--- config.mk ---
export PLATFORM = sky130hd
export DESIGN_NAME = entropy_health_monitor_flat
export DESIGN_NICKNAME = d
export VERILOG_FILES = /design/src/rtl/core/ehm_pkg.sv /design/src/rtl/core/ehm_channels.sv /design/src/rtl/core/entropy_health_monitor.sv /design/src/flat_wrapper.sv
export VERILOG_INCLUDE_DIRS = /design/src /design/src/rtl/core
export SDC_FILE = /design/constraint.sdc
export NUM_CORES = 1
export LEC_CHECK = 0
export BUFFER_PORTS_ARGS = -buffer_cell sky130_fd_sc_hd__buf_2
export CORE_UTILIZATION = 41
export DETAILED_ROUTE_END_ITERATION = 12
export SYNTH_ARGS = -nofsm -noshare
export SYNTH_HDL_FRONTEND = slang
export SYNTH_SLANG_ARGS = --single-unit
--- constraint.sdc ---
create_clock -name clk -period 6.9 [get_ports clk]
set_input_delay 0.69 -clock clk [delete_from_list [all_inputs] [get_ports clk]]
set_output_delay 0.69 -clock clk [all_outputs]
set_load 0.02 [all_outputs]
--- src/rtl/core/entropy_health_monitor_macros.svh ---
// Assertion macros for the entropy health monitor.
`ifndef ENTROPY_HEALTH_MONITOR_MACROS_SVH
`define ENTROPY_HEALTH_MONITOR_MACROS_SVH

`ifndef SYNTH

`define EHM_ASSERT_IMPLIES(label, clk, rst_n, cond, prop) \
    label: assert property (@(posedge clk) disable iff (!rst_n) (cond) |-> (prop)) \
        else $error("entropy health monitor assertion failed");

`define EHM_ASSERT_NEXT(label, clk, rst_n, cond, prop) \
    label: assert property (@(posedge clk) disable iff (!rst_n) (cond) |=> (prop)) \
        else $error("entropy health monitor assertion failed");

`else

`define EHM_ASSERT_IMPLIES(label, clk, rst_n, cond, prop)

`define EHM_ASSERT_NEXT(label, clk, rst_n, cond, prop)

`endif

`endif

--- src/rtl/core/ehm_pkg.sv ---
package ehm_pkg;

    localparam int SAMPLE_W = 16;
    localparam int RUN_W    = 8;
    localparam int COUNT_W  = 13;
    localparam int CFG_W    = 13;
    localparam int CFG_IDX_W = 2;

    typedef logic [1:0] status_t;

    localparam status_t STATUS_OK       = 2'd0;
    localparam status_t STATUS_REPEAT   = 2'd1;
    localparam status_t STATUS_ADAPTIVE = 2'd2;

    typedef logic [CFG_IDX_W-1:0] cfg_index_t;

    localparam cfg_index_t CFG_REPEAT_CUTOFF     = 2'd0;
    localparam cfg_index_t CFG_PROPORTION_CUTOFF = 2'd1;
    localparam cfg_index_t CFG_WINDOW_LENGTH     = 2'd2;

    localparam logic [RUN_W-1:0]   REPEAT_CUTOFF_RST     = 8'd21;
    localparam logic [COUNT_W-1:0] PROPORTION_CUTOFF_RST = 13'd410;
    localparam logic [COUNT_W-1:0] WINDOW_LENGTH_RST     = 13'd512;

endpackage

--- src/rtl/core/ehm_channels.sv ---
interface ehm_sample_if
    import ehm_pkg::*;
();
    logic                valid;
    logic                ready;
    logic [SAMPLE_W-1:0] sample;

    modport source (output valid, output sample, input ready);
    modport sink (input valid, input sample, output ready);
endinterface

interface ehm_status_if
    import ehm_pkg::*;
();
    logic    valid;
    logic    ready;
    status_t health_status;

    modport source (output valid, output health_status, input ready);
    modport sink (input valid, input health_status, output ready);
endinterface

--- src/rtl/core/entropy_health_monitor.sv ---
// Continuous health monitor for a raw noise source, running the repetition count and
// adaptive proportion tests on every sample. Each sample beat yields exactly one status
// beat: 0 ok, 1 repetition failure, 2 adaptive proportion failure (which wins over a
// repetition failure). The first sample after reset only seeds the tests and reports ok.
// One sample is taken every cycle while the status side keeps up. A status passes through
// the input register and then the status register, with the test state updated in the
// single stage between them. While the status side stalls, the block holds two beats and
// then holds off the input.
// Only the low SAMPLE_BITS bits of a sample, at most SAMPLE_W, are compared.
// The cutoff and window registers may be written only while no beat is in flight.
`include "entropy_health_monitor_macros.svh"

module entropy_health_monitor
    import ehm_pkg::*;
#(
    parameter int SAMPLE_BITS = 16
)
(
    input  logic                 clk,
    input  logic                 rst_n,
    input  logic                 cfg_write_en,
    input  cfg_index_t           cfg_index,
    input  logic [CFG_W-1:0]     cfg_data,
    ehm_sample_if.sink           samples,
    ehm_status_if.source         results
);

    localparam int CMP_BITS = (SAMPLE_BITS < SAMPLE_W) ? SAMPLE_BITS : SAMPLE_W;

    logic [RUN_W-1:0]   repeat_cutoff_reg;
    logic [COUNT_W-1:0] proportion_cutoff_reg;
    logic [COUNT_W-1:0] window_length_reg;

    logic                in_valid_reg;
    logic [CMP_BITS-1:0] in_sample_reg;

    logic                seeded_reg, seeded_next;
    logic [CMP_BITS-1:0] previous_sample_reg, previous_sample_next;
    logic [RUN_W-1:0]    run_length_reg, run_length_next;
    logic [CMP_BITS-1:0] reference_sample_reg, reference_sample_next;
    logic [COUNT_W-1:0]  match_count_reg, match_count_next;
    logic [COUNT_W-1:0]  window_position_reg, window_position_next;

    logic    out_valid_reg;
    status_t status_reg, status_next;

    logic             out_free;
    logic             fire;
    logic [COUNT_W:0] position_inc;

    assign out_free      = !out_valid_reg || results.ready;
    assign fire          = in_valid_reg && out_free;
    assign samples.ready = !in_valid_reg || out_free;
    assign results.valid = out_valid_reg;
    assign results.health_status = status_reg;
    assign position_inc  = {1'b0, window_position_reg} + {{COUNT_W{1'b0}}, 1'b1};

    always_ff @(posedge clk or negedge rst_n)
    begin
        if (!rst_n)
        begin
            repeat_cutoff_reg     <= REPEAT_CUTOFF_RST;
            proportion_cutoff_reg <= PROPORTION_CUTOFF_RST;
            window_length_reg     <= WINDOW_LENGTH_RST;
        end
        else if (cfg_write_en)
        begin
            unique case (cfg_index)
                CFG_REPEAT_CUTOFF:     repeat_cutoff_reg     <= cfg_data[RUN_W-1:0];
                CFG_PROPORTION_CUTOFF: proportion_cutoff_reg <= cfg_data[COUNT_W-1:0];
                CFG_WINDOW_LENGTH:     window_length_reg     <= cfg_data[COUNT_W-1:0];
                default: ;
            endcase
        end
    end

    always_comb
    begin
        seeded_next           = seeded_reg;
        previous_sample_next  = previous_sample_reg;
        run_length_next       = run_length_reg;
        reference_sample_next = reference_sample_reg;
        match_count_next      = match_count_reg;
        window_position_next  = window_position_reg;
        status_next           = STATUS_OK;

        if (!seeded_reg)
        begin
            seeded_next           = 1'b1;
            previous_sample_next  = in_sample_reg;
            run_length_next       = {{(RUN_W-1){1'b0}}, 1'b1};
            reference_sample_next = in_sample_reg;
            match_count_next      = {{(COUNT_W-1){1'b0}}, 1'b1};
            window_position_next  = {{(COUNT_W-1){1'b0}}, 1'b1};
        end
        else
        begin
            if (in_sample_reg == previous_sample_reg)
            begin
                if (run_length_reg < repeat_cutoff_reg)
                begin
                    run_length_next = run_length_reg + {{(RUN_W-1){1'b0}}, 1'b1};
                end
                if (run_length_next >= repeat_cutoff_reg)
                begin
                    status_next = STATUS_REPEAT;
                end
            end
            else
            begin
                previous_sample_next = in_sample_reg;
                run_length_next      = {{(RUN_W-1){1'b0}}, 1'b1};
            end

            if (in_sample_reg == reference_sample_reg)
            begin
                if (match_count_reg < proportion_cutoff_reg)
                begin
                    match_count_next = match_count_reg + {{(COUNT_W-1){1'b0}}, 1'b1};
                end
                if (match_count_next >= proportion_cutoff_reg)
                begin
                    status_next = STATUS_ADAPTIVE;
                end
            end

            if (position_inc >= {1'b0, window_length_reg} || position_inc[COUNT_W])
            begin
                reference_sample_next = in_sample_reg;
                match_count_next      = {{(COUNT_W-1){1'b0}}, 1'b1};
                window_position_next  = '0;
            end
            else
            begin
                window_position_next = position_inc[COUNT_W-1:0];
            end
        end
    end

    always_ff @(posedge clk or negedge rst_n)
    begin
        if (!rst_n)
        begin
            in_valid_reg         <= 1'b0;
            out_valid_reg        <= 1'b0;
            seeded_reg           <= 1'b0;
            previous_sample_reg  <= '0;
            run_length_reg       <= '0;
            reference_sample_reg <= '0;
            match_count_reg      <= '0;
            window_position_reg  <= '0;
        end
        else
        begin
            if (samples.ready)
            begin
                in_valid_reg <= samples.valid;
            end
            if (fire)
            begin
                out_valid_reg        <= 1'b1;
                seeded_reg           <= seeded_next;
                previous_sample_reg  <= previous_sample_next;
                run_length_reg       <= run_length_next;
                reference_sample_reg <= reference_sample_next;
                match_count_reg      <= match_count_next;
                window_position_reg  <= window_position_next;
            end
            else if (results.ready)
            begin
                out_valid_reg <= 1'b0;
            end
        end
    end

    always_ff @(posedge clk)
    begin
        if (samples.ready && samples.valid)
        begin
            in_sample_reg <= samples.sample[CMP_BITS-1:0];
        end
        if (fire)
        begin
            status_reg <= status_next;
        end
    end

    `EHM_ASSERT_IMPLIES(a_status_code, clk, rst_n, results.valid,
        results.health_status == STATUS_OK || results.health_status == STATUS_REPEAT ||
        results.health_status == STATUS_ADAPTIVE)
    `EHM_ASSERT_NEXT(a_seed_reports_ok, clk, rst_n, fire && !seeded_reg,
        out_valid_reg && status_reg == STATUS_OK && seeded_reg)
    `EHM_ASSERT_IMPLIES(a_counts_live, clk, rst_n, seeded_reg,
        run_length_reg != '0 && match_count_reg != '0)
    `EHM_ASSERT_IMPLIES(a_position_bound, clk, rst_n, 1'b1,
        window_position_reg != {COUNT_W{1'b1}})

endmodule
--- src/flat_wrapper.sv ---
// flat-port wrapper written by rule: the top's interface ports become plain ports
module entropy_health_monitor_flat import ehm_pkg::*;
#(
    parameter int SAMPLE_BITS = 16
)
  (clk, rst_n, cfg_write_en, cfg_index, cfg_data, samples_valid, samples_sample, samples_ready, results_valid, results_health_status, results_ready);
  ehm_sample_if samples_i ();
  ehm_status_if results_i ();
  input  logic clk;
  input  logic rst_n;
  input  logic cfg_write_en;
  input  cfg_index_t cfg_index;
  input  logic [CFG_W-1:0] cfg_data;
  input wire logic [$bits(samples_i.valid)-1:0] samples_valid;
  input wire logic [$bits(samples_i.sample)-1:0] samples_sample;
  output wire logic [$bits(samples_i.ready)-1:0] samples_ready;
  output wire logic [$bits(results_i.valid)-1:0] results_valid;
  output wire logic [$bits(results_i.health_status)-1:0] results_health_status;
  input wire logic [$bits(results_i.ready)-1:0] results_ready;
  assign samples_i.valid = samples_valid;
  assign samples_i.sample = samples_sample;
  assign samples_ready = samples_i.ready;
  assign results_valid = results_i.valid;
  assign results_health_status = results_i.health_status;
  assign results_i.ready = results_ready;
  entropy_health_monitor #(.SAMPLE_BITS(SAMPLE_BITS)) u_core (.clk(clk), .rst_n(rst_n), .cfg_write_en(cfg_write_en), .cfg_index(cfg_index), .cfg_data(cfg_data), .samples(samples_i), .results(results_i));
endmodule
# --- After elaboration in Yosys (flattened, before gate mapping) ---
# Cells that the tools add are included.
op_classes:
  n_reduce_logical: 15
  addsub: 3
  n_eq_ne: 7
  n_mux: 23
  magnitude_cmp: 5
ops:
  columns: ["op", "n"]
  rows:
  - ["2-to-1 mux 13 bit", 8]
  - ["2-to-1 mux 16 bit", 4]
  - ["2-to-1 mux 8 bit", 5]
  - ["== test 16 bit", 2]
  - ["adder 13 x 1 -> 14 bit, second input constant", 1]
  - [">= comparator 14 x 13 -> 1 bit", 1]
  - ["adder 13 x 1 -> 13 bit, second input constant", 1]
  - [">= comparator 13 bit", 1]
  - ["< comparator 13 bit", 1]
  - ["AND reduction 2 bit", 6]
  - ["adder 8 x 1 -> 8 bit, second input constant", 1]
  - [">= comparator 8 bit", 1]
  - ["< comparator 8 bit", 1]
  - ["2-to-1 mux 2 bit", 3]
  - ["!= test 2 bit, second input constant", 2]
  - ["logical OR 1 bit", 3]
  - ["2-to-1 mux 1 bit", 3]
  - ["!= test 3 bit, second input constant", 1]
  - ["== test 2 x 1 -> 1 bit, second input constant", 1]
  - ["== test 2 bit, second input constant", 1]
  - ["logical AND 1 bit", 2]
  - ["zero test 1 bit", 2]
  - ["zero test 2 bit", 1]
  - ["nonzero test 2 bit", 1]
word_totals:
  out_inout_bits: 4
  word_cells: 66
  in_bits: 36
  reg_bits: 121

# --- Depth between registers and ports, before layout ---
# Gate-level depths: netlist (run 1).
logic_depth:
  depth_word: 9
  ltp_mapped: 17
  ltp_nobuf: 16

# --- Worst setup path after synthesis (run 1) ---
# No wires, ideal clock.
synth_timing:
  path_type: "register -> register"
  startpoint: "register u_core.proportion_cutoff_reg[4]"
  endpoint: "register u_core.status_reg[0], in the netlist u_core.results.health_status[0] (data pin)"
  stages_incl_launch_ff: 16
  required_time_ns: 6.767
  t_arrival_ns: 3.511
  path_slack_ns: 3.256
  n_path_buf: 1
  synth_period_minus_slack_ns: 3.644
  setup_ns: 0.133
  path_cell_list: "dfstp_2 > inv_1 > ha_1 > a2111oi_0 > o21ai_0 > nand2_1 > nor4b_2 > clkbuf_1 > nand2_1 > xnor2_1 > ha_1 > a211o_1 > a221oi_1 > o21ai_0 > o221ai_1 > o2111a_1"
synth_via:
  elab_chain_len: 7
synth_lines:
  columns: ["item", "line_no", "rtl"]
  rows:
  - ["start, declared", "entropy_health_monitor.sv:31", "logic [COUNT_W-1:0] proportion_cutoff_reg;"]
  - ["start signal, assigned", "entropy_health_monitor.sv:70", "CFG_PROPORTION_CUTOFF: proportion_cutoff_reg <= cfg_data[COUNT_W-1:0];"]
  - ["< comparator 13 bit", "entropy_health_monitor.sv:117", "if (match_count_reg < proportion_cutoff_reg)"]
  - ["2-to-1 mux 13 bit", "entropy_health_monitor.sv:117", null]
  - ["2-to-1 mux 13 bit", "entropy_health_monitor.sv:115", "if (in_sample_reg == reference_sample_reg)"]
  - ["2-to-1 mux 13 bit", "entropy_health_monitor.sv:87", "if (!seeded_reg)"]
  - [">= comparator 13 bit (*)", "entropy_health_monitor.sv:121", "if (match_count_next >= proportion_cutoff_reg)"]
  - ["2-to-1 mux 2 bit (*)", "entropy_health_monitor.sv:121", null]
  - ["2-to-1 mux 2 bit (*)", "entropy_health_monitor.sv:115", null]
  - ["end signal, assigned", "entropy_health_monitor.sv:184", "status_reg <= status_next;"]
  - ["end, declared", "entropy_health_monitor.sv:45", "status_t status_reg, status_next;"]
# Every way passes the cells marked *; elsewhere a longest branch is shown, timed or not. The select of a mux whose other input is x is not followed.
# A chain may end at the register's enable or synchronous reset.

# --- Worst setup path in the final report (run 1) ---
# Ends and elaborated chain as after synthesis.

==> results of run 1 <==
cells in the final DEF, fill, tap and decap left out, types with 3 or more instances in the layout:
cell type and count:
dfrtp_1 94, nand2_1 68, ha_1 56, mux2_2 54, xnor2_1 50, buf_2 38, inv_1 36, o21ai_0 36
edfxtp_1 18, and3_1 17, nand3_1 17, clkbuf_16 17, nand4_1 14, xor2_1 13, a31oi_1 12, a21oi_1 11
nor2_1 10, a21o_1 9, dfstp_2 9, a211oi_1 8, a22o_1 8, buf_4 8, nand2b_1 6, o21a_1 6
nor4_1 6, o31ai_1 6, o211ai_1 5, inv_6 5, nor2b_1 4, o41ai_1 4, a41oi_1 4, and4_1 3
nand3b_1 3, bufinv_16 3, clkinv_4 3
how the worst max path moves through the flow:
stage                                      endpoint                       startpoint  cells past startpoint
floorplan           u_core.results.health_status[0]  u_core.proportion_cutoff_reg[4]                     15
global placement    u_core.results.health_status[0]  u_core.proportion_cutoff_reg[4]                     16
detailed placement  u_core.results.health_status[0]  u_core.proportion_cutoff_reg[4]                     17
CTS                 u_core.results.health_status[0]  u_core.proportion_cutoff_reg[4]                     16
global route        u_core.results.health_status[0]  u_core.proportion_cutoff_reg[4]                     17
finish              u_core.results.health_status[0]  u_core.proportion_cutoff_reg[4]                     16
power by group:
part	total (mW)	switching, mW	internal, mW
Clock	0.943	0.357	0.587
Sequential	0.941	0.0886	0.853
Combinational	0.425	0.211	0.214
cells in the mapped netlist (all sizes together) (2+ instances only):
cell type and count:
or4 2, nand3 17, a21oi 11, a211oi 8, nor3b 2, buf 8
a31oi 12, xnor2 50, ha 56, nand2 69, o31ai 6, and2 2
mux2 54, nor2 11, xor2 13, or2 2, and4 3, nor4 6
dfstp 9, nand4 14, o21ai 37, o211ai 5, nand3b 3, a22o 8
a41oi 4, clkbuf 13, dfrtp 94, o21a 6, o41ai 4, nor2b 4
nand2b 6, edfxtp 18, a21o 9, nor3 2, and3 17, inv 36
area by class of cell:
class                   count  area [µm²]
well taps                 216       270.3
clock inverters            14       186.4
repair buffers             46       250.2
flip-flops and latches    121        3129
fillers                  1447        8169
clock buffers              18       439.2
multi-input cells         454        3475
inverters                  37       138.9
kinds of logic after synthesis:
| logic type | synth area share |
|---|---|
| AOI/OAI and AO/OA | 0.1173 |
| xor gates and xnor gates | 0.08080 |
| adders and majority gates | 0.1026 |
| buffers and inverters | 0.03298 |
| DFF | 0.4582 |
| muxes | 0.08904 |
| and+or+nand+nor | 0.1191 |
routing by layer:
metal,track usage,vias to the layer above,share of wire
met5,0,-,0
met4,0.06694,0,0.013
met3,0.04627,19,0.036
met2,0.3041,94,0.47
met1,0.2638,2359,0.48
li1,-,2375,-
worst max-delay path: cells and delay by family (launching register included):
family	cells	cell delay [ns]
XOR/XNOR	1	0.26
buffers and inverters	2	0.31
flip-flops	1	0.54
AO/OA/AOI/OAI	6	1.66
adder cells (fa/ha/maj)	2	0.58
AND/OR/NAND/NOR	5	0.74
through the flow:
step	setup slack, ns	total power, mW	area (µm²)
floorplan	3.256	1.249	6829
global placement	2.723	1.365	7263
detailed placement	2.760	1.379	7263
CTS	2.667	2.331	7889
global route	2.319	2.431	7889
finish	2.688	2.310	7889
==> impl_metrics.env, run 1 <==
export IMPL_routedWlPerCell_um=16.45
export IMPL_setup_violations=0
export IMPL_rsz0062_at_grt="no"
export IMPL_die_area_um2=17180
export IMPL_postSynthAreaPerCell_um2=10.79
export IMPL_hp_class="primary input to asynchronous set/reset pin"
export IMPL_syn_area_um2=6829
export IMPL_path_class="register to register"
export IMPL_pwr_density_cell_nw_per_um2=292.8
export IMPL_drt_total_wl_mm=14.91
export IMPL_clockRootBuffer="clkbuf_16"
export IMPL_seq_area_frac_synth=0.4582
export IMPL_clk_pin_slew_ns=0.06
export IMPL_synth_top_cell_area_share=0.3444
export IMPL_grt_max_degree=70
export IMPL_fin_cells=906
export IMPL_fin_crit_sh=0.6104
export IMPL_ir_drop_uv=235.1
export IMPL_r2r_start="u_core.proportion_cutoff_reg[4]"
export IMPL_slew_headroom=0.2480
export IMPL_dp_hpwl_mm=10.54
export IMPL_hold_buffers=0
export IMPL_cts_sinks=121
export IMPL_hold_viol=0
export IMPL_grt_usage=0.1943
export IMPL_antenna_found_initial=0
export IMPL_timing_rr_end="u_core.results.health_status[0]"
export IMPL_final_nets=769
export IMPL_start_util=0.4253
export IMPL_die_x_um=131.1
export IMPL_drv_slew=0
export IMPL_numCtsBuffers=17
export IMPL_synthTopCellsByArea="dfrtp_1 34%, ha_1 10%, mux2_2 8.9%, edfxtp_1 7.9%, xnor2_1 6.4%"
export IMPL_cp_slowest_stage_delay_ns=0.54
export IMPL_crit_chain="inv_1 -> ha_1 -> a2111oi_0 -> o21ai_0 -> nand2_1 -> nor4b_2 -> buf_4 -> nand4_1 -> xnor2_1 -> ha_1 -> nand3_1 -> nor2_1 -> a221oi_1 -> o21ai_0 -> o221ai_1 -> o2111a_1"
export IMPL_grt_pass1_wl_mm=25.05
export IMPL_max_cap_violations=0
export IMPL_post_cts_buffers=0
export IMPL_placedCellCount=874
export IMPL_yosysUniqueCellTypes=52
export IMPL_vias_per_cell=5.350
export IMPL_drive_gt1_frac=0.2101
export IMPL_ys_ff_latch=121
export IMPL_clock_path_buffers=2
export IMPL_skew_ns=0.009611
export IMPL_clk_latency_ns=0.43
export IMPL_rows=46
export IMPL_io_pins=40
export IMPL_r2r_slack_ns=2.69
export IMPL_fmax_mhz=237.4
export IMPL_postLayoutCoreUtil=0.4913
export IMPL_syn2layout_area_growth_pct=15.52
export IMPL_grt_overflow=0
export IMPL_leakagePower_nw=3.642
export IMPL_cpMaxStageDelayCell="dfstp_2"
export IMPL_yosys_area_top_type="dfrtp_1"
export IMPL_synth_async_reset_ratio=0.8512
export IMPL_critPathRequiredTime_ns=7.18
export IMPL_first_pass_iters=4
export IMPL_post_cts_resized=0
export IMPL_r2r_cells=16
export IMPL_drtAntennaViolNets=0
export IMPL_cts_tree="yes"
export IMPL_drc=0
export IMPL_period_minus_slack_ns=4.212
export IMPL_worstSetupEndpointType="register"
export IMPL_startpoint_type="register"
export IMPL_h_tree_depth=4
export IMPL_drt_iter0_markers=243
export IMPL_yosysWarnings=0
export IMPL_vias=4847
export IMPL_synth_fp_nets=725
export IMPL_synth_edf_count=18
export IMPL_critPathMaxFanout=15
export IMPL_hold_ws_ns=0.2177
export IMPL_synth_cells=633
export IMPL_portBuffers=39
export IMPL_tns_ns=0
export IMPL_status="finished clean"
export IMPL_grt_pass1_vias=4938
export IMPL_die_y_um=131.1
export IMPL_num_antenna_cells=0
export IMPL_arrival_ns=4.49
export IMPL_synth_flop_cell="dfrtp_1"
export IMPL_tightest_slew_ns=1.124
export IMPL_globalplace_congestion=0.8220
export IMPL_core_area_um2=16060
Note: power is estimated with default switching activity, not from simulation.
==> run 2, diff against run 1 <==
- clock period: 6.9 -> 4.1 ns (I/O delays scaled with it)
==> run 2 against run 1 <==
  * Worst setup slack worse by 2.4 ns
  * Critical path depth did not move
  * Cell area grew 0.94%
  * Hold slack lost 0.062 ns
  * Clock skew down 0.0017 ns
  * Routed wire length rose by 1.5%
  * Combinational power grew 68%
  * Via count up 0.99%
  * Core utilization rose by 0.46 points
  * Critical endpoint unchanged
  * Largest power group is now registers
  * Highest routed layer unchanged
==> impl_metrics.env, run 2 (synthesis gave the netlist of run 1 again) <==
export IMPL_grt_usage=0.1938
export IMPL_tightest_slew_ns=0.8033
export IMPL_crit_chain="inv_1 -> ha_1 -> a2111oi_0 -> o21ai_0 -> nand2_1 -> nor4b_2 -> buf_4 -> nand4_1 -> xnor2_1 -> ha_1 -> nand3_1 -> nor2_1 -> a221oi_1 -> o21ai_0 -> o221ai_2 -> o2111a_1"
export IMPL_hold_viol=0
export IMPL_arrival_ns=4.06
export IMPL_portBuffers=39
export IMPL_num_antenna_cells=0
export IMPL_clock_path_buffers=2
export IMPL_final_nets=780
export IMPL_numCtsBuffers=17
export IMPL_first_pass_iters=4
export IMPL_die_y_um=131.1
export IMPL_rows=46
export IMPL_vias=4895
export IMPL_cts_tree="yes"
export IMPL_grt_overflow=0
export IMPL_vias_per_cell=5.338
export IMPL_mostFrequentLayoutCells="94 x dfrtp_1, 68 x nand2_1, 56 x ha_1, 54 x mux2_2, 50 x xnor2_1"
export IMPL_leakagePower_nw=3.695
export IMPL_core_area_um2=16060
export IMPL_hp_class="primary input to register"
export IMPL_io_pins=40
export IMPL_fin_crit_sh=0.9188
export IMPL_clk_pin_slew_ns=0.06
export IMPL_start_util=0.4253
export IMPL_die_x_um=131.1
export IMPL_setup_violations=0
export IMPL_fin_cells=917
export IMPL_startpoint_type="register"
export IMPL_drt_total_wl_mm=15.13
export IMPL_antenna_found_initial=0
export IMPL_grt_pass1_vias=4882
export IMPL_grt_max_degree=41
export IMPL_drc=0
export IMPL_postLayoutCoreUtil=0.4959
export IMPL_drive_gt1_frac=0.2225
export IMPL_die_area_um2=17180
export IMPL_routed_wl_met2_mm=7.239
export IMPL_syn2layout_area_growth_pct=16.60
export IMPL_ir_drop_uv=359.4
export IMPL_final_common_cell="dfrtp_1"
export IMPL_drt_iter0_markers=246
export IMPL_place_area_um2=7308
export IMPL_placedCellCount=880
export IMPL_cpMaxStageDelayCell="dfstp_2"
export IMPL_highest_layer="met4"
export IMPL_cp_slowest_stage_delay_ns=0.53
export IMPL_met1_length_mm=7.141
export IMPL_grt_pass1_wl_mm=24.64
export IMPL_drtAntennaViolNets=0
export IMPL_h_tree_depth=4
export IMPL_pwr_density_cell_nw_per_um2=483.1
export IMPL_clk_latency_ns=0.42
export IMPL_cts_sinks=121
export IMPL_max_cap_violations=0
export IMPL_globalplace_congestion=0.8345
export IMPL_status="finished clean"
export IMPL_dp_hpwl_mm=10.78
export IMPL_skew_ns=0.007928
export IMPL_drv_slew=0
export IMPL_slew_headroom=0.4628
export IMPL_worstSetupEndpointType="register"
export IMPL_period_minus_slack_ns=3.767
export IMPL_final_area_um2=7963
export IMPL_tns_ns=0
export IMPL_dr_wl_met3_um=533
export IMPL_power_mw=3.847
export IMPL_clockRootBuffer="clkbuf_16"
export IMPL_path_class="register to register"
export IMPL_fmax_mhz=265.5
export IMPL_critPathMaxFanout=10
export IMPL_critPathRequiredTime_ns=4.40
export IMPL_routedWlPerCell_um=16.50
[run 2: stage by stage]
step	hold WS, ns	worst slack (ns)
after floorplan	0.1144	0.4564
after global placement	0.3549	0.3757
after detailed placement	0.3591	0.2308
after CTS	0.1409	0.1939
after global routing	0.1340	-0.004152
final	0.1558	0.3328
[run 2: routing by layer]
metal / up-vias / track usage
met5: - / 0
met2: 89 / 0.3252
met4: 0 / 0.06964
met1: 2386 / 0.2455
met3: 15 / 0.04261
li1: 2405 / -
[run 2: final timing paths]
| kind | startpoint | endpoint | slack [ns] | cells after the start |
|---|---|---|---|---|
| setup / recovery | u_core.proportion_cutoff_reg[4] | u_core.results.health_status[0] | 0.33 | 16 |
| hold / removal | samples_sample[4] | u_core.in_sample_reg[4] | 0.16 | 1 |
| setup reg to reg | u_core.proportion_cutoff_reg[4] | u_core.results.health_status[0] | 0.33 | 16 |
| hold reg to reg | u_core.previous_sample_reg[6] | u_core.previous_sample_reg[6] | 0.51 | 2 |
| max in group asynchronous | rst_n | u_core.proportion_cutoff_reg[3] | 2.78 | 3 |
| min in group asynchronous | rst_n | u_core.window_length_reg[7] | 0.44 | 2 |
[run 2: final cells by class]
cell class | count | area [µm²]
clock buffer | 17 | 425.4
clock inverter | 15 | 182.7
fill | 1434 | 8095
inverter | 37 | 138.9
multi-input combinational | 454 | 3481
sequential | 121 | 3129
tap | 216 | 270.3
timing repair buffer | 57 | 335.3
[run 2: power breakdown]
group,internal [mW],total [mW],switching [mW]
logic,0.363,0.713,0.350
clock network,0.924,1.55,0.624
registers,1.43,1.59,0.152
[run 2: worst max-delay path: cells and delay by family (launching register included)]
family	cells	cell delay (ns)
buffers and inverters	2	0.25
adders and majority gates	2	0.58
AOI/OAI and AO/OA	6	1.45
xor gates and xnor gates	1	0.18
DFF	1	0.53
and+or+nand+nor	5	0.65
[run 2: what timing repair did]
item | 4_1_cts | 5_1_grt
resized for setup | 0 | 1
setup buffers | 0 | 4
endpoints found under the setup margin | 0 | 2
hold buffers | 1 | 0
endpoints found under the hold margin | 22 | 0
==> run 3, diff against run 2 <==
--- a/config.mk
+++ b/config.mk
@@ -9,3 +9,5 @@
 export BUFFER_PORTS_ARGS = -buffer_cell sky130_fd_sc_hd__buf_2
+export CAP_MARGIN = 10
 export CORE_UTILIZATION = 41
+export CTS_CLUSTER_SIZE = 28
 export DETAILED_ROUTE_END_ITERATION = 12
==> constraint.sdc (replaced) <==
create_clock -name clk -period 4.1 [get_ports clk]
set_input_delay 0.205 -clock clk [delete_from_list [all_inputs] [get_ports clk]]
set_output_delay 0.205 -clock clk [all_outputs]
set_load 0.02 [all_outputs]
==> run 3 against run 2 <==
  * Register-to-register slack barely moved
  * Fmax shrank 0.18%
  * Hold slack worse by 0.12 ns
  * Largest cell class unchanged
  * Highest routed layer unchanged
==> impl_metrics.env, run 3 (synthesis gave the netlist of run 1 again) <==
export IMPL_status="finished clean"
export IMPL_core_area_um2=16060
export IMPL_fin_crit_sh=0.9205
export IMPL_whs_path_depth=2
export IMPL_rows=46
export IMPL_critPathRequiredTime_ns=4.39
export IMPL_p_seq_frac=0.423
export IMPL_vias_per_cell=5.381
export IMPL_nFillCells=1421
export IMPL_globalplace_congestion=0.8190
export IMPL_pwr_density_cell_nw_per_um2=465.1
export IMPL_ir_drop_uv=331.1
export IMPL_leakagePower_nw=3.735
export IMPL_grt_pass1_wl_mm=25.14
export IMPL_num_antenna_cells=0
export IMPL_period_minus_slack_ns=3.774
export IMPL_r2r_start="u_core.proportion_cutoff_reg[4]"
export IMPL_hp_class="primary input to register"
export IMPL_start_util=0.4253
export IMPL_worst_slack_ns=0.3261
export IMPL_cpMaxStageDelayCell="dfstp_2"
export IMPL_cts_sinks=121
export IMPL_clk_pin_slew_ns=0.06
export IMPL_swShare=0.3031
export IMPL_drc=0
export IMPL_critPathTopFamily="compound AO/OA/AOI/OAI gates"
export IMPL_die_area_um2=17180
export IMPL_crit_chain="inv_1 -> ha_1 -> a2111oi_0 -> o21ai_0 -> nand2_1 -> nor4b_4 -> buf_4 -> nand4_1 -> xnor2_1 -> ha_1 -> nand3_1 -> nor2_1 -> a221oi_1 -> o21ai_0 -> o221ai_1 -> o2111a_1"
export IMPL_first_pass_iters=4
export IMPL_p_clk_frac=0.384
export IMPL_cp_slowest_stage_delay_ns=0.52
export IMPL_min_to="u_core.proportion_cutoff_reg[11]"
export IMPL_antenna_found_initial=0
export IMPL_io_pins=40
export IMPL_tns_ns=0
export IMPL_r2r_slack_ns=0.33
export IMPL_drv_slew=0
export IMPL_r2r_cells=16
export IMPL_hold_viol=0
export IMPL_syn2layout_area_growth_pct=18.21
export IMPL_timing_rr_end="u_core.results.health_status[0]"
export IMPL_power_frac_comb=0.193
export IMPL_portBuffers=39
export IMPL_drive_gt1_frac=0.2115
export IMPL_grt_usage=0.1943
export IMPL_grt_pass1_vias=5070
export IMPL_intPower_mw=2.617
export IMPL_final_common_cell="dfrtp_1"
export IMPL_drtAntennaViolNets=0
export IMPL_arrival_ns=4.06
export IMPL_skew_ns=0.01408
export IMPL_max_cap_violations=0
export IMPL_cts_tree="yes"
export IMPL_h_tree_depth=4
export IMPL_hold_ws_ns=0.03834
export IMPL_dp_hpwl_mm=10.87
export IMPL_min_from="cfg_data[11]"
export IMPL_grt_max_degree=71
export IMPL_clock_path_buffers=2
export IMPL_drt_iter0_markers=289
export IMPL_place_ws_ns=0.1295
export IMPL_critical_path_buf_inv_count=2
export IMPL_worstSetupEndpointType="register"
export IMPL_routedWlPerCell_um=16.03
export IMPL_final_nets=793
export IMPL_drt_total_wl_mm=14.91
export IMPL_path_class="register to register"
export IMPL_clockRootBuffer="clkbuf_16"
export IMPL_rsz0062_at_grt="no"
export IMPL_tightest_slew_ns=0.9302
export IMPL_clk_latency_ns=0.43
export IMPL_numCtsBuffers=17
export IMPL_setup_violations=0
export IMPL_slew_headroom=0.3799
export IMPL_grt_overflow=0
export IMPL_die_y_um=131.1
export IMPL_fmax_mhz=265.0
export IMPL_p_switching_mw=1.138
export IMPL_die_x_um=131.1
export IMPL_critPathMaxFanout=7
export IMPL_vias=5004
export IMPL_mostFrequentLayoutCells="94 x dfrtp_1, 68 x nand2_1, 56 x ha_1, 54 x mux2_2, 50 x xnor2_1"
export IMPL_startpoint_type="register"
-- run 3: how the worst max path moves through the flow --
stage                               startpoint                               to  slack (ns)  cells after the start
6_report       u_core.proportion_cutoff_reg[4]  u_core.results.health_status[0]        0.33                     16
3_3_place_gp   u_core.proportion_cutoff_reg[4]  u_core.results.health_status[0]        0.21                     16
3_5_place_dp   u_core.proportion_cutoff_reg[4]  u_core.results.health_status[0]        0.13                     15
5_1_grt        u_core.proportion_cutoff_reg[4]  u_core.results.health_status[0]        0.03                     17
2_1_floorplan  u_core.proportion_cutoff_reg[4]  u_core.results.health_status[0]        0.46                     15
4_1_cts        u_core.proportion_cutoff_reg[4]  u_core.results.health_status[0]        0.09                     15
-- run 3: layer usage --
metal	track usage	wire length [µm]	vias up
met5	0	0	-
met4	0.07032	193	0
met3	0.04221	435	16
met2	0.3318	7315	72
met1	0.2417	6965	2479
li1	-	-	2437
-- run 3: area by class of cell --
class	instances	area [µm²]	share of cell area
clock buffer	17	425.4	0.05270
sequential	121	3129	0.3876
clock inverter	15	150.1	0.01860
tap	216	270.3	0.03348
inverter	37	138.9	0.01720
multi-input combinational	454	3483	0.4315
timing repair buffer	70	475.5	0.05890
-- run 3: worst register-to-register path, cell delays in order (launching register included) --
cell	delay [ns]
dfstp_2	0.52
inv_1	0.05
ha_1	0.29
a2111oi_0	0.37
o21ai_0	0.15
nand2_1	0.10
nor4b_4	0.19
buf_4	0.18
nand4_1	0.18
xnor2_1	0.18
ha_1	0.30
nand3_1	0.10
nor2_1	0.07
a221oi_1	0.27
o21ai_0	0.14
o221ai_1	0.33
o2111a_1	0.23
-- run 3: what timing repair did --
item | 4_1_cts | 5_1_grt
hold endpoints to repair | 79 | 0
gates resized for setup | 0 | 1
hold buffers | 18 | 0
endpoints found under the setup margin | 0 | 2
setup buffers | 0 | 1
-- run 3: power groups by stage --
stage,Sequential (mW),Combinational [mW],Clock (mW)
6_report,1.59,0.726,1.44
3_3_place_gp,1.59,0.703,0
5_1_grt,1.62,0.823,1.54
4_1_cts,1.58,0.739,1.48
2_1_floorplan,1.57,0.534,0
3_5_place_dp,1.60,0.721,0
-- run 3: through the flow --
stage               cell area, µm²  utilization  cells  power, mW
floorplan                     6829            -    633      2.102
global placement              7301       0.4547    879      2.297
detailed placement            7301       0.4547    879      2.325
finish                        8073       0.5027    930      3.755
global route                  8073       0.5027    930      3.981
CTS                           8056       0.5017    929      3.802
